## src/ic_pkg.sv

```systemverilog
package ic_pkg;

   localparam int KEY_W   = 32;
   localparam int TOTAL_W = 19;

   localparam logic [KEY_W-1:0]   SIGN_FLIP = {1'b1, {(KEY_W-1){1'b0}}};
   localparam logic [TOTAL_W-1:0] TOTAL_MAX = {TOTAL_W{1'b1}};

   // One item travelling down the chain.
   // drop:   item arrived with the chain full; it neither counts nor stores
   // placed: item already took a free cell
   typedef struct packed {
      logic             vld;
      logic             last;
      logic             drop;
      logic             placed;
      logic [KEY_W-1:0] key;
   } ic_token_type;

endpackage

```

## src/ic_cell.sv

```systemverilog
module ic_cell
   import ic_pkg::*;
#(
   parameter int CNT_W = 10
) (
   input  logic             clock,
   input  logic             reset,
   input  logic             advance,
   input  ic_token_type     up_tok,
   input  logic [CNT_W-1:0] up_cnt,
   output ic_token_type     dn_tok,
   output logic [CNT_W-1:0] dn_cnt
);

   logic             occ_ff, occ_in;
   logic [KEY_W-1:0] val_ff, val_in;
   ic_token_type     tok_ff, tok_in;
   logic [CNT_W-1:0] cnt_ff, cnt_in;

   logic live;
   logic greater;
   logic store;

   always_comb begin
      live    = up_tok.vld && !up_tok.drop;
      greater = live && occ_ff && (val_ff > up_tok.key);
      // first free cell takes the item; the last item is never stored, it only counts and clears
      store   = live && !up_tok.placed && !up_tok.last && !occ_ff;

      tok_in        = up_tok;
      tok_in.placed = up_tok.placed | store;
      cnt_in        = up_cnt + CNT_W'(greater);

      occ_in = occ_ff;
      val_in = val_ff;
      if (store) begin
         occ_in = 1'b1;
         val_in = up_tok.key;
      end
      // end of sequence: empty the cell behind the last item
      if (up_tok.vld && up_tok.last) begin
         occ_in = 1'b0;
      end
   end

   always_ff @(posedge clock) begin
      if (reset) begin
         tok_ff.vld <= 1'b0;
         occ_ff     <= 1'b0;
      end else if (advance) begin
         tok_ff <= tok_in;
         occ_ff <= occ_in;
      end
   end

   always_ff @(posedge clock) begin
      if (advance) begin
         val_ff <= val_in;
         cnt_ff <= cnt_in;
      end
   end

   assign dn_tok = tok_ff;
   assign dn_cnt = cnt_ff;

endmodule

```

## config.mk

```make
export PLATFORM = sky130hd
export DESIGN_NAME = ic_cell
export DESIGN_NICKNAME = d
export VERILOG_FILES = /design/src/ic_pkg.sv /design/src/ic_cell.sv
export SDC_FILE = /design/constraint.sdc
export NUM_CORES = 1
export LEC_CHECK = 0
export BUFFER_PORTS_ARGS = -buffer_cell sky130_fd_sc_hd__buf_4
export CAP_MARGIN = 5
export CORE_AREA = 2 2 120 122
export CTS_CLUSTER_SIZE = 10
export DETAILED_ROUTE_END_ITERATION = 8
export DIE_AREA = 0 0 122 124
export PLACE_DENSITY_LB_ADDON = 0.25
export RECOVER_POWER = 25
export SETUP_SLACK_MARGIN = 0.3
export SLEW_MARGIN = 10
export SYNTH_ARGS = -nofsm -noshare
export SYNTH_HDL_FRONTEND = slang
export SYNTH_SLANG_ARGS = --single-unit
```

## constraint.sdc

```tcl
create_clock -name clock -period 6.13 [get_ports clock]
set_clock_uncertainty 0.05 [all_clocks]
set_input_delay 0.3065 -clock clock [delete_from_list [all_inputs] [get_ports clock]]
set_output_delay 0.3065 -clock clock [all_outputs]
set_load 0.1 [all_outputs]
```

# Yosys cells after proc, flatten, opt, wreduce, memory -nomap -nowiden
# Index checks and enable logic that the tools add are counted.
# op_classes
n_addsub,1
order_cmp,1
n_mux,2
bitwise,2
reduce_logical,15
# ops
operator,n
$gt A32 B32 Y1,1
$add A10 B1 Y10,1
$logic_and A1 B1 Y1,7
$reduce_and A2 Y1,3
$logic_not A1 Y1,4
$mux W1,2
$reduce_bool A2 Y1,1
$not A1 Y1,1
$or A1 B1 Y1,1
# totals
regBits,79
inputBits,49
out_inout_bits,46
word_cells,29

# Longest topological paths before layout
# Gate-level depths: netlist of run 1.
# depth
depth_word,7
mapped_depth,11
mapped_depth_nobuf,11

# Worst setup path after synthesis of run 1
# No wires, ideal clock.
# synth_path
path_kind,input to register
from,in reset
to,"reg tok_ff (netlist bit dn_tok[0]), enable pin"
setup_ns,0.432
arrival_time_ns,1.891
t_required_ns,5.648
path_slack_ns,3.757
cell_stages,1
n_path_buf,0
cell_sequence,nor2b_1
# synth_via
elab_chain_len,2
# synth_lines
item,line_no,rtl
"start, declared",ic_cell.sv:7,"input logic reset,"
$not A1 Y1 (no line),--,
$reduce_and A2 Y1 (no line),--,
"end signal, assigned",ic_cell.sv:51,tok_ff <= tok_in;
"end, declared",ic_cell.sv:17,"ic_token_type tok_ff, tok_in;"
# Every way passes these cells.
# A chain may end at the register's enable or synchronous reset.

# Worst setup path after layout of run 1
# layout_path
from,reg val_ff[30]
to,"reg cnt_ff[6], in the netlist dn_cnt[6] (data pin)"
# layout_via
elab_chain_len,3
# layout_lines
item,line_no,rtl
"start, declared",ic_cell.sv:16,"logic [KEY_W-1:0] val_ff, val_in;"
"start signal, assigned",ic_cell.sv:58,val_ff <= val_in;
$gt A32 B32 Y1,ic_cell.sv:26,greater = live && occ_ff && (val_ff > up_tok.key);
$logic_and A1 B1 Y1,ic_cell.sv:26,
$add A10 B1 Y10,ic_cell.sv:32,cnt_in = up_cnt + CNT_W'(greater);
net cnt_in[6],ic_cell.sv:18,"logic [CNT_W-1:0] cnt_ff, cnt_in;"
"end signal, assigned",ic_cell.sv:59,cnt_ff <= cnt_in;
"end, declared",ic_cell.sv:18,
# The timed path passes the listed nets, and every way through them passes these cells.

==> flow_summary_export.csv, run 1 <==
group,metric,value,unit
yosys,synth_top_cells_by_area,"edfxtp_1 (68%), ha_1 (13%), inv_1 (3.6%), a21oi_1 (1.9%), nand3_1 (1.9%)",
run_status,status,"complete, no violations",
yosys,synth.avg_cell_area,15.4,um^2
power_and_ir_drop,ir_worst_vdd,0.000103,V
yosys,synth_top_area_cell,"edfxtp_1",
critical_path,start_kind,"flop",
timing,tns,0,ps
critical_path,reg2reg_slack,3300,ps
yosys,ys.warnings.count,0,
detailed_routing,viasPerCell,4.07,
detailed_routing,drt_pass1_iterations,4,
yosys,async_reset_ff_frac,0,
critical_path,cp-end-kind,"flop",
global_route,antenna_found_initial,0,
clocking,post_cts.repair.setup_buffers,0,
yosys,synth_enable_flop_cells,77,
yosys,mappedNetlistNets,303,
detailed_routing,total_length_of_routed_met2_wires,3.14,mm
critical_path,timing.rr.start,"val_ff[30]",
yosys,synth.cell_area,3380,um^2
detailed_routing,detailedRoute.firstIterationViolations,106,
critical_path,crit-reg2reg-capture,"dn_cnt[6]",
floorplanning,dieWidth,122,um
clocking,clk_root_buffer_cell,"clkbuf_16",
floorplanning,floorplan.die_area,15100,um^2
power_and_ir_drop,p_per_area,302,nW/um^2
timing,final_hold_viol_count,0,
power_and_ir_drop,intPower,942,uW
timing,timing.slew.headroom,0.280,
layout,stdcell_area,4480,um^2
detailed_routing,final_antenna_net_count,0,
critical_path,category_of_the_most_critical_setup_path,"reg -> reg",
yosys,postSynth.topFlopCell,"edfxtp_1",
clocking,ctsHtreeMaxLevel,3,
power_and_ir_drop,combinational_power_share,0.186,
clocking,postCtsHoldBufs,0,
clocking,cts_repair_resize_count,0,
critical_path,worst_setup_path_startpoint,"val_ff[30]",
placement,dp_hpwl,5.08,mm
global_route,grt_first_pass_wirelength,10.8,mm
power_and_ir_drop,seq_power_share,0.463,
critical_path,worst-r2r-cell-count,9,
timing,timing.final.crit_period,2830,ps
hold_path,hold_path.startpoint,"reset",
hold_path,hold_path_end,"dn_tok[35]",
yosys,synth_cell_type_count,32,
power_and_ir_drop,switching_share,0.303,
power_and_ir_drop,p_leak,0.00181,uW
yosys,synth.top_cell.area_share,0.684,
critical_path,crit_path_max_fanout,5,
layout,insertedDiodeCount,0,
global_route,largest_net_degree_at_the_start_of_global_routing,36,
hold_path,hold_class,"in -> reg",
floorplanning,die_height,124,um
detailed_routing,postRouteWirelength,7.06,mm
floorplanning,number_of_primary_i_o_pins,95,
placement,dpl_cell_area,4320,um^2
critical_path,crit_required,6170,ps
global_route,grt_usage,0.0986,
layout,fillCellCount,1415,
global_route,globalRoute.totalOverflow,0,
yosys,seq_area_frac_synth,0.696,
detailed_routing,wl_per_cell,13.8,um
floorplanning,placeableCoreArea,13700,um^2
timing,holdWs,116,ps
timing,rsz0062_at_grt,"no",
clocking,numCtsBuffers,9,
layout,area_of_the_multi_input_gates,916,um^2
power_and_ir_drop,pwr-share-clk,0.351,
detailed_routing,met3_length,405,um
clocking,cts_tree,"yes",
layout,area_growth,32.5,%
layout,design.final.nets,408,
yosys,ys_ff_latch,79,
clocking,worst_setup_hold_path_clk_slew,60,ps
run,maxCapViolations,0,
layout,postLayoutCoreUtil,0.326,
timing,worst_slew_pin_slew,1080,ps
layout,layout.area.seq,2350,um^2
timing,report.final.slew_viol_count,0,
global_route,first_global_vias,2056,
detailed_routing,drcViolationCount,0,
detailed_routing,route.top_layer_used,"met4",
yosys,synthesis.instances,220,
power_and_ir_drop,power_switching,410,uW
placement,place.gp.congestion,0.737,
critical_path,worst-endpoint-arrival,2870,ps
timing,timing.final.setup_violations,0,
timing,max_clock_freq,354,MHz
detailed_routing,vias_after_detailed_routing,2074,
placement,buffer_ports.inserted,94,
hold_path,timing.hold.worst_path_depth,2,
detailed_routing,met1_length,3.34,mm
layout,post_route_cells_drive_above_1_share,0.258,
floorplanning,rows,43,
timing,fin_crit_sh,0.461,
clocking,clk-insertion-delay-late,340,ps
clocking,cts_num_sinks,79,
floorplanning,starting_density_of_the_core,0.246,
clocking,cts.path.max_buffers,2,
## cells by family after synthesis
| logic type | count (synthesis) | synth area share |
|---|---|---|
| flip-flops | 79 | 0.696 |
| multiplexers | 1 | 0.00296 |
| AO/OA/AOI/OAI | 26 | 0.0474 |
| buffers and inverters | 32 | 0.0355 |
| adder cells (fa/ha/maj) | 34 | 0.126 |
| AND/OR/NAND/NOR | 40 | 0.0715 |
| XOR/XNOR | 8 | 0.0207 |
## cell type report
class / instances / area share
multi-input cells: 109 / 0.205
clock inverters: 6 / 0.00615
clock buffers: 10 / 0.0511
well taps: 180 / 0.0503
repair buffers: 94 / 0.136
flip-flops and latches: 79 / 0.525
inverters: 32 / 0.0268
## power groups by stage
| stage | Clock [uW] | Sequential, uW | Combinational [uW] |
|---|---|---|---|
| final | 475 | 626 | 251 |
| after global routing | 511 | 629 | 264 |
| after CTS | 494 | 627 | 261 |
| after detailed placement | 0 | 638 | 261 |
| after global placement | 0 | 638 | 260 |
| after floorplan | 0 | 790 | 31.4 |
## state kept, by name (all words and copies together), names as in the netlist
signal	count
dn_cnt	10
dn_tok	36
occ_ff	1
val_ff	32
## how the worst max path moves through the flow
stage / endpoint / slack, ps / depth (start not counted)
detailed placement: dn_cnt[4] / 3150 / 11
CTS: dn_cnt[6] / 3210 / 9
global placement: dn_cnt[8] / 3200 / 11
finish: dn_cnt[6] / 3300 / 9
global route: dn_cnt[6] / 3020 / 9
floorplan: dn_tok[0] / 3760 / 1
## synthesized netlist by cell type (all sizes together), types with 2 or more instances
cell type and count:
edfxtp 77, ha 34, inv 32, a21oi 13
nand3 13, nand4 7, xnor2 7, a21o 4
nand2 4, and3 3, nor2 3, dfxtp 2
nor2b 2, nor3 2, o21ai 2
## critical path: stages (launching register included)
cell	delay, ps
edfxtp_1	370
ha_1	340
nand4_2	170
nor4_2	450
o41ai_1	200
a31oi_1	220
ha_1	270
ha_1	270
nand3_1	110
xnor2_1	130
## metal layers
layer,vias up,global-route usage
li1,1035,-
met1,968,0.128
met2,59,0.141
met3,12,0.0325
met4,0,0.0603
met5,-,0
## per-stage QoR
| stage | std cells | total power, uW | worst slack, ps |
|---|---|---|---|
| 2_1_floorplan | 220 | 821 | 3760 |
| 3_3_place_gp | 494 | 897 | 3200 |
| 3_5_place_dp | 494 | 899 | 3150 |
| 4_1_cts | 510 | 1380 | 3210 |
| 5_1_grt | 510 | 1400 | 3020 |
| 6_report | 510 | 1350 | 3300 |
## placed cells by master (no fill, tap or decap), types with 2 or more instances in the layout
cell type | synthesis | final
a21o_1 | 4 | 4
a21oi_1 | 13 | 13
and3_1 | 3 | 3
buf_4 | 0 | 67
clkbuf_1 | 0 | 27
clkbuf_16 | 0 | 9
clkinv_1 | 0 | 4
dfxtp_1 | 2 | 2
edfxtp_1 | 77 | 77
ha_1 | 34 | 34
inv_1 | 32 | 32
nand2_1 | 4 | 4
nand3_1 | 13 | 13
nand4_1 | 6 | 6
nor2_1 | 3 | 3
o21ai_0 | 2 | 2
xnor2_1 | 7 | 7
Note: power is estimated with default switching activity, not from simulation.
==> run 2, diff against run 1 <==
==> constraint.sdc (replaced) <==
create_clock -name clock -period 2.45 [get_ports clock]
set_clock_uncertainty 0.05 [all_clocks]
set_input_delay 0.1225 -clock clock [delete_from_list [all_inputs] [get_ports clock]]
set_output_delay 0.1225 -clock clock [all_outputs]
set_load 0.1 [all_outputs]
==> flow_summary_export.csv, run 2 (same netlist as run 1, synthesis figures left out) <==
group,metric,value,unit
run_status,status,"complete, but fails checks",
run_status,failed_checks,"setup timing",
clocking,cts_num_sinks,79,
placement,place_ws,-144,ps
detailed_routing,vias_after_detailed_routing,2284,
hold_path,timing.hold.worst_path_depth,2,
critical_path,critical-path-max-stage-delay,410,ps
detailed_routing,viasPerCell,4.08,
critical_path,cells_along_the_critical_path,"ha_4 > nand4_1 > nor3_2 > a21boi_2 > o41ai_2 > a31oi_1 > ha_2 > ha_4 > nand3_2 > xnor2_1",
global_route,first_global_vias,2466,
detailed_routing,wl_per_cell,14.7,um
layout,layoutNonFillerInstCount,560,
detailed_routing,drt_pass1_iterations,4,
floorplanning,starting_density_of_the_core,0.246,
timing,rsz0062_at_grt,"yes",
timing,worst_slew_pin_slew,738,ps
clocking,numCtsBuffers,9,
timing,fin_crit_sh,1.05,
clocking,clk_root_buffer_cell,"clkbuf_16",
critical_path,cp_slowest_cell,"edfxtp_1",
layout,area_growth,51.3,%
global_route,globalRoute.totalOverflow,0,
clocking,cts_tree,"yes",
critical_path,cp-end-kind,"flop",
timing,report.final.slew_viol_count,0,
placement,buffer_ports.inserted,94,
placement,inst_count_dp,506,
floorplanning,rows,43,
detailed_routing,postRouteWirelength,8.22,mm
timing,timing.final.crit_period,2560,ps
timing,tns,-573,ps
layout,post_route_cells_drive_above_1_share,0.329,
clocking,ctsHtreeMaxLevel,3,
layout,mostFrequentLayoutCells,"buf_4 (87), edfxtp_1 (77), dlygate4sd3_1 (37), inv_1 (32), ha_1 (28)",
critical_path,worst-endpoint-arrival,2600,ps
floorplanning,number_of_primary_i_o_pins,95,
critical_path,cpMostUsedCell,"ha_4",
timing,final_hold_viol_count,0,
timing,final_critical_path_setup_slack,-114,ps
critical_path,worst_setup_path_startpoint,"val_ff[10]",
critical_path,timing.rr.start,"val_ff[10]",
clocking,cts.path.max_buffers,2,
timing,holdWs,28.7,ps
floorplanning,floorplan.die_area,15100,um^2
global_route,grt_first_pass_wirelength,12.6,mm
critical_path,crit_required,2480,ps
timing,timing.final.setup_violations,7,
clocking,worst_setup_hold_path_clk_slew,60,ps
hold_path,hold_class,"in -> reg",
clocking,clk-insertion-delay-late,340,ps
floorplanning,placeableCoreArea,13700,um^2
power_and_ir_drop,ir_worst_vdd,0.000419,V
critical_path,crit_path_max_fanout,4,
detailed_routing,route.top_layer_used,"met4",
power_and_ir_drop,p_per_area,674,nW/um^2
timing,timing.slew.headroom,0.508,
detailed_routing,detailedRoute.firstIterationViolations,73,
timing,max_clock_freq,390,MHz
detailed_routing,met1_length,3.55,mm
layout,largest_reg_flops,36,
global_route,largest_net_degree_at_the_start_of_global_routing,19,
layout,layout.cells.most_common,"buf_4",
critical_path,category_of_the_most_critical_setup_path,"reg -> reg",
placement,place.gp.congestion,0.719,
detailed_routing,final_antenna_net_count,0,
floorplanning,dieWidth,122,um
layout,design.final.nets,460,
layout,insertedDiodeCount,0,
detailed_routing,met3_length,513,um
power_and_ir_drop,p_leak,0.00209,uW
critical_path,worst-r2r-cell-count,10,
run,maxCapViolations,0,
hold_path,hold_path.startpoint,"up_cnt[9]",
global_route,grt_usage,0.114,
layout,postLayoutCoreUtil,0.373,
placement,dp_hpwl,5.57,mm
detailed_routing,total_length_of_routed_met2_wires,3.99,mm
floorplanning,die_height,124,um
critical_path,start_kind,"flop",
global_route,antenna_found_initial,0,
detailed_routing,drcViolationCount,0,
run 2: path summary, 6_finish.rpt:
kind / end / slack (ps)
setup / recovery: dn_cnt[6] / -110
hold reg to reg: dn_tok[35] / 460
hold / removal: dn_cnt[9] / 30
setup reg to reg: dn_cnt[6] / -110
run 2: area by class of cell:
| class | count | area, um^2 |
|---|---|---|
| sequential | 79 | 2350 |
| tap | 180 | 225 |
| clock inverter | 3 | 12.5 |
| clock buffer | 11 | 233 |
| multi-input combinational | 109 | 1010 |
| timing repair buffer | 146 | 1160 |
| fill | 1342 | 8610 |
| inverter | 32 | 120 |
run 2: power breakdown:
part / switching (uW) / total, uW / internal [uW]
clock network: 501 / 1170 / 666
logic: 512 / 708 / 196
registers: 17.7 / 1570 / 1550
run 2: repair_timing:
action	4_1_cts	5_1_grt
pin swaps	1	12
hold endpoints to repair	69	0
gates resized for setup	0	8
hold buffers	37	0
buffers inserted	3	0
setup endpoints to repair	10	11
run 2: layer usage:
| metal | vias to the layer above | track usage |
|---|---|---|
| met2 | 59 | 0.185 |
| met4 | 0 | 0.0474 |
| met1 | 1068 | 0.135 |
| met3 | 14 | 0.0444 |
| met5 | - | 0 |
| li1 | 1143 | - |
run 2: critical path, delay by kind of cell (launching register included):
family,cells,cell delay [ps]
adders and majority gates,3,720
AOI/OAI and AO/OA,3,510
and+or+nand+nor,3,480
DFF,1,410
xor gates and xnor gates,1,140
run 2: metrics by stage:
stage          instance area, um^2  total power, uW
6_report                      5110             3440
3_3_place_gp                  4460             2260
5_1_grt                       5110             3580
2_1_floorplan                 3420             2060
4_1_cts                       5100             3500
3_5_place_dp                  4460             2260
